`src/rtl/hbmm_pkg.sv`:
```
// ----------------------------------------------------------------------------
// hbmm_pkg
// shared types, codes and constants of the handheld bus memory map unit
// ----------------------------------------------------------------------------
package hbmm_pkg;

   // default sizes, used as defaults of the top level parameters
   localparam int VIDEO_RAM_BYTES_DEF = 16384;
   localparam int WORK_RAM_BYTES_DEF  = 32768;
   localparam int MAX_ROM_BANKS_DEF   = 512;

   // fixed store sizes
   localparam int SPRITE_BYTES = 160;
   localparam int HIGH_BYTES   = 127;

   // field widths
   localparam int ADDR_W     = 16;
   localparam int DATA_W     = 8;
   localparam int ROM_BANK_W = 9;
   localparam int COUNT_W    = 10;
   localparam int OUT_ADDR_W = 23;
   localparam int BANK_OFS_W = 14;
   localparam int CSR_IDX_W  = 2;

   // map boundaries
   localparam logic [ADDR_W-1:0] ADDR_ROM_BANKED = 16'h4000;
   localparam logic [ADDR_W-1:0] ADDR_VRAM       = 16'h8000;
   localparam logic [ADDR_W-1:0] ADDR_CART_RAM   = 16'hA000;
   localparam logic [ADDR_W-1:0] ADDR_WRAM       = 16'hC000;
   localparam logic [ADDR_W-1:0] ADDR_OAM        = 16'hFE00;
   localparam logic [ADDR_W-1:0] ADDR_UNUSABLE   = 16'hFEA0;
   localparam logic [ADDR_W-1:0] ADDR_IO         = 16'hFF00;
   localparam logic [ADDR_W-1:0] ADDR_VBANK_SEL  = 16'hFF4F;
   localparam logic [ADDR_W-1:0] ADDR_WBANK_SEL  = 16'hFF70;
   localparam logic [ADDR_W-1:0] ADDR_HRAM       = 16'hFF80;
   localparam logic [ADDR_W-1:0] ADDR_IE         = 16'hFFFF;

   // fixed read values
   localparam logic [DATA_W-1:0] BYTE_ZERO  = 8'h00;
   localparam logic [DATA_W-1:0] BYTE_ONES  = 8'hFF;
   localparam logic [DATA_W-1:0] VBANK_FILL = 8'hFE;
   localparam logic [DATA_W-1:0] WBANK_FILL = 8'hF8;

   // bus block and screen mode codes
   localparam logic [1:0] DMA_NONE      = 2'd0;
   localparam logic [1:0] DMA_EXT       = 2'd1;
   localparam logic [1:0] DMA_VRAM      = 2'd2;
   localparam logic [1:0] LCD_MODE_XFER = 2'd3;

   // access kinds
   localparam logic FUNC_READ  = 1'b0;
   localparam logic FUNC_WRITE = 1'b1;

   // reset value of the bank count register
   localparam logic [COUNT_W-1:0] ROM_BANKS_RESET = 10'd2;

   typedef enum logic [CSR_IDX_W-1:0] {
      CSR_COLOR_MODE    = 2'd0,
      CSR_CONSOLE_COLOR = 2'd1,
      CSR_ROM_BANKS     = 2'd2
   } csr_index_type;

   typedef enum logic [2:0] {
      RT_HERE = 3'd0,
      RT_ROM  = 3'd1,
      RT_CART = 3'd2,
      RT_IO   = 3'd3,
      RT_DROP = 3'd4
   } route_type;

   typedef enum logic [2:0] {
      RD_FIXED = 3'd0,
      RD_VRAM  = 3'd1,
      RD_WRAM  = 3'd2,
      RD_OAM   = 3'd3,
      RD_HRAM  = 3'd4
   } rd_src_type;

   typedef enum logic [2:0] {
      ST_CLEAR  = 3'd0,
      ST_IDLE   = 3'd1,
      ST_EXEC   = 3'd2,
      ST_DIVIDE = 3'd3,
      ST_RESP   = 3'd4
   } state_type;

   typedef struct packed {
      logic clear;
      logic load;
      logic exec;
      logic div_step;
   } ctrl_cmd_type;

   typedef struct packed {
      logic clear_done;
      logic need_div;
   } ctrl_sts_type;

endpackage

```
`src/rtl/hbmm_ctrl.sv`:
```
// ----------------------------------------------------------------------------
// hbmm_ctrl
// sequencer: clearing pass, access, bank divide steps, result strobe
// ----------------------------------------------------------------------------
module hbmm_ctrl (
   input  logic                  clock,
   input  logic                  reset,
   input  logic                  start,
   input  hbmm_pkg::ctrl_sts_type sts,
   output hbmm_pkg::ctrl_cmd_type cmd,
   output logic                  busy,
   output logic                  rsp_valid
);

   localparam int CTR_W = $clog2(hbmm_pkg::ROM_BANK_W + 1);
   localparam logic [CTR_W-1:0] CTR_LAST = CTR_W'(hbmm_pkg::ROM_BANK_W - 1);

   hbmm_pkg::state_type state_ff, state_in;
   logic [CTR_W-1:0]    ctr_ff, ctr_in;

   always_ff @(posedge clock) begin
      if (reset) begin
         state_ff <= hbmm_pkg::ST_CLEAR;
         ctr_ff   <= '0;
      end else begin
         state_ff <= state_in;
         ctr_ff   <= ctr_in;
      end
   end

   // next state
   always_comb begin
      state_in = state_ff;
      ctr_in   = ctr_ff;
      unique case (state_ff)
         hbmm_pkg::ST_CLEAR: begin
            if (sts.clear_done) state_in = hbmm_pkg::ST_IDLE;
         end
         hbmm_pkg::ST_IDLE: begin
            if (start) state_in = hbmm_pkg::ST_EXEC;
         end
         hbmm_pkg::ST_EXEC: begin
            ctr_in = '0;
            if (sts.need_div) state_in = hbmm_pkg::ST_DIVIDE;
            else state_in = hbmm_pkg::ST_RESP;
         end
         hbmm_pkg::ST_DIVIDE: begin
            ctr_in = ctr_ff + CTR_W'(1);
            if (ctr_ff == CTR_LAST) state_in = hbmm_pkg::ST_RESP;
         end
         hbmm_pkg::ST_RESP: begin
            state_in = hbmm_pkg::ST_IDLE;
         end
         default: begin
            state_in = hbmm_pkg::ST_IDLE;
         end
      endcase
   end

   // outputs
   always_comb begin
      cmd       = '0;
      busy      = 1'b1;
      rsp_valid = 1'b0;
      unique case (state_ff)
         hbmm_pkg::ST_CLEAR:  cmd.clear = 1'b1;
         hbmm_pkg::ST_IDLE: begin
            busy     = 1'b0;
            cmd.load = start;
         end
         hbmm_pkg::ST_EXEC:   cmd.exec = 1'b1;
         hbmm_pkg::ST_DIVIDE: cmd.div_step = 1'b1;
         hbmm_pkg::ST_RESP:   rsp_valid = 1'b1;
         default:             busy = 1'b1;
      endcase
   end

endmodule

```
`config.mk`:
```
export PLATFORM = sky130hd
export DESIGN_NAME = hbmm_ctrl
export DESIGN_NICKNAME = d
export VERILOG_FILES = /design/src/rtl/hbmm_pkg.sv /design/src/rtl/hbmm_ctrl.sv
export SDC_FILE = /design/constraint.sdc
export NUM_CORES = 1
export LEC_CHECK = 0
export BUFFER_PORTS_ARGS = -buffer_cell sky130_fd_sc_hd__buf_4
export CAP_MARGIN = 0
export CORE_AREA = 4 4 41 43
export CTS_BUF_LIST = sky130_fd_sc_hd__clkbuf_4
export DETAILED_ROUTE_END_ITERATION = 8
export DIE_AREA = 0 0 45 47
export PLACE_DENSITY_LB_ADDON = 0.25
export SYNTH_ARGS = -nofsm -noshare
export SYNTH_HDL_FRONTEND = slang
export SYNTH_SLANG_ARGS = --single-unit
```
`constraint.sdc`:
```
create_clock -name clock -period 1.55 [get_ports clock]
set_input_delay 0.2325 -clock clock [delete_from_list [all_inputs] [get_ports clock]]
set_output_delay 0.2325 -clock clock [all_outputs]
set_load 0.02 [all_outputs]
```
==> impl_results.md <==
* Outcome: finished, final reports clean
* Worst hold endpoint: ctr_ff[3]
* Source of the critical timing path: state_ff[0]
* Setup-failing EPs final at 0
* Wirelength, routed at 871 um
* Chain of cells forming the critical path: buf_4, nor3_1, buf_4
* Quantity of I/O buffers inserted on ports at 10
* Vias/cell at 4.80
* Setup total negative slack at 0 ns
* Crit path required time at 1.32 ns
* Final worst-path setup slack at 0.0692 ns
* Highest achievable clock rate at 675 MHz
* Number of standard cells in the final layout excluding fillers at 85
* Largest driver fanout on the critical path at 7
* Hold Violations, Final at 0
* Unrepaired setup endpoints after global routing: no
* Most common cell on crit path: buf_4
* Count of nets after finishing at 78
* MaxCap Viol Count at 0
* Global-route wire length before repair at 1520 um
* Number of DRC markers after the initial detailed-route iteration at 10
* Dominant cells by area after synthesis: dfxtp_1 32%, inv_1 6.1%, nor2_1 6.1%, a21oi_1 5.8%, ha_1 5.8%
* Critical Path Max Stage Delay at 0.33 ns
* Post-DR wirelength/cell at 10.2 um
* Detailed-router iteration count before antenna repair at 4
* Power Dens Cells at 970 mW/mm^2
* Post-synthesis average cell area at 7.75 sq um
* Startpoint of the worst hold path: reset
* Cts-stage hold buffer count at 0
* Slack of the worst reg-to-reg path at 0.14 ns
* Placed Instances at 81
* Post-cts sizing count at 0
* Critical Path Slowest Stage Cell: dfxtp_2
* Total clock sinks at 7
* Pin count of the biggest net entering global routing at 9
* Synth warnings at 0
* Number of global-route vias before repair at 379
* Pleak at 0.245 nW
* Post-synthesis cell count at 56
* Half-perimeter wire length after detailed placement at 706 um
* Mapped Nets at 63
* Final Critical Period at 1.48 ns
* Post-synthesis to final-layout area growth at 28.2%
* Clock H-tree levels at 1
* Die extent in x at 45 um
* Nature of the critical path startpoint: flop
* Crit end category: output port
* Number of nets with antenna violations after routing at 0
* Antenna cells at 0
* Hold-critical path depth at 2
* VDD IR-drop max at 0.000579 V
* Initial core utilization at 33.4%
* Count of buffers added by post-CTS timing repair for setup at 0
* Class of the most critical setup path: flop to output port
* Post-Synthesis Cell Area at 434 sq um
* Antenna violations before repair at 0
* Count of cells along the worst register-to-register path at 6
* Power Total at 0.540 mW
* DRC viols at 0
* R2r startpoint: ctr_ff[0]
* Clock network latency to the later pin of the worst-skew pair at 0.24 ns
* Total vias in the final route at 408
* #FFs+latches synth at 7
* TritonCTS Buffers at 3
* Worst-margin pin slew at 0.313 ns
* Final-report max-slew violation count at 0
* Sequential share of the synthesized area at 32.3%
* Overall routing resource usage at 10.4%
* Worst max-slew margin expressed relative to the limit at 79.0%
* Final global-route overflow total at 0
* Fraction of post-synthesis cell area in the top cell type by area at 32.3%
* Reg-to-Reg End: state_ff[0]
* Library cell occupying the most area in the post-synthesis netlist: dfxtp_1
* Cell variety after synth at 25
* Clock transition at the register clock pins on the worst setup and hold paths after CTS at 0.05 ns
* Filler instances at 149
* Worst setup skew after layout at 0.00289 ns
* Placer Congestion at 0.705
* Fraction of the core area covered by cells at the end of the flow at 42.8%
* Clock root buffer master: clkbuf_4
* Area enclosed by the die boundary at 0.00212 sq mm
* CTS tree: built
* Total I/O pin count at 11
* Type of the tightest min-delay check: input pin to flop
* Floorplan die height at 47 um
* Buffers from clock root to sink, at most at 2
* Site row count at 13
* Arrival @ worst endpoint at 1.25 ns
* Final clock period utilization by the worst path at 95.5%
* Minimum setup slack after placement at 0.125 ns
* Fraction of final layout cells with drive strength greater than 1 at 32.9%
* CORE AREA at 0.00130 sq mm
==> Yosys cell counts <==
master and count:
nor4_1 1, inv_1 7, nand4_1 1, nand3b_1 1, nor3b_1 1, and3b_1 1
a21oi_1 5, buf_1 1, nand2_1 4, nor2_1 7, and2_1 1, o31ai_2 1
nor2b_1 2, nand2b_1 1, nor3_1 2, ha_1 2, or3b_4 1, nand3_1 2
o31a_1 1, dfxtp_1 7, a31oi_1 1, o32a_2 1, o21ai_0 2, buf_6 2
o21ai_2 1
==> how the worst max path moves through the flow <==
stage,end,slack [ns]
finish,cmd[3],0.07
CTS,cmd[0],0.03
floorplan,state_ff[1],0.12
global route,cmd[3],0.0005
detailed placement,state_ff[1],0.13
global placement,state_ff[0],0.17
==> registers in the layout, summed over array words and instances, names as in the netlist <==
| register | cells |
|---|---|
| ctr_ff | 4 |
| state_ff | 3 |
==> area by class of cell <==
type	instances	area [sq um]	share of cell area [%]
multi-input combinational	39	241	43.4
sequential	7	143	25.6
timing repair buffer	13	97.6	17.5
clock buffer	4	30.0	5.39
inverter	7	26.3	4.72
tap	15	18.8	3.37
==> cell families (layout without fill, tap and decap cells) <==
logic type	count (synthesis)	after routing	share of synthesized area, %
AOI/OAI and AO/OA	12	12	19.0
adders and majority gates	2	2	5.76
buffers and inverters	10	24	12.1
DFF	7	7	32.3
and+or+nand+nor	25	25	30.8
==> metal layers <==
layer  routed length (um)  global-route usage [%]  up-vias  share of wire (%)
met2                  355                    14.1        9                 41
met3                   48                    3.83        4                5.5
met1                  439                    12.8      174                 50
met4                   27                    8.77        0                3.1
met5                    0                       0        -                  0
li1                     -                       -      221                  -
==> power breakdown <==
group / switching, mW / leakage, nW / internal (mW)
sequential: 0.0113 / 0.0575 / 0.191
clock: 0.0620 / 0.0184 / 0.115
combinational: 0.0874 / 0.169 / 0.0727
total: 0.161 / 0.245 / 0.380
==> critical path, delay by kind of cell, from the launching register on <==
family / cells / cell delay [ns]
buf+inv: 2 / 0.37
flops: 1 / 0.33
simple gates: 1 / 0.31
==> cells in the final DEF, fill, tap and decap left out <==
cell type,n
o32a_2,1
buf_4,13
o31a_1,1
clkbuf_4,4
o21ai_2,1
nand2b_1,1
dfxtp_2,2
and2_1,1
nor2_1,7
o31ai_2,1
nor3b_1,1
a31oi_1,1
o21ai_0,2
or3b_4,1
nand3b_1,1
ha_1,2
a21oi_1,5
dfxtp_1,5
nand4_1,1
nand3_1,2
nor2b_1,2
nor4_1,1
inv_1,7
nand2_1,4
nor3_1,2
and3b_1,1
==> stage by stage <==
step | cell area [sq um] | hold slack [ns]
3_5_place_dp | 524 | 0.479
2_1_floorplan | 434 | 0.454
4_1_cts | 554 | 0.215
5_1_grt | 557 | 0.212
3_3_place_gp | 524 | 0.469
6_report | 557 | 0.219
(Power assumes the default switching activity.)
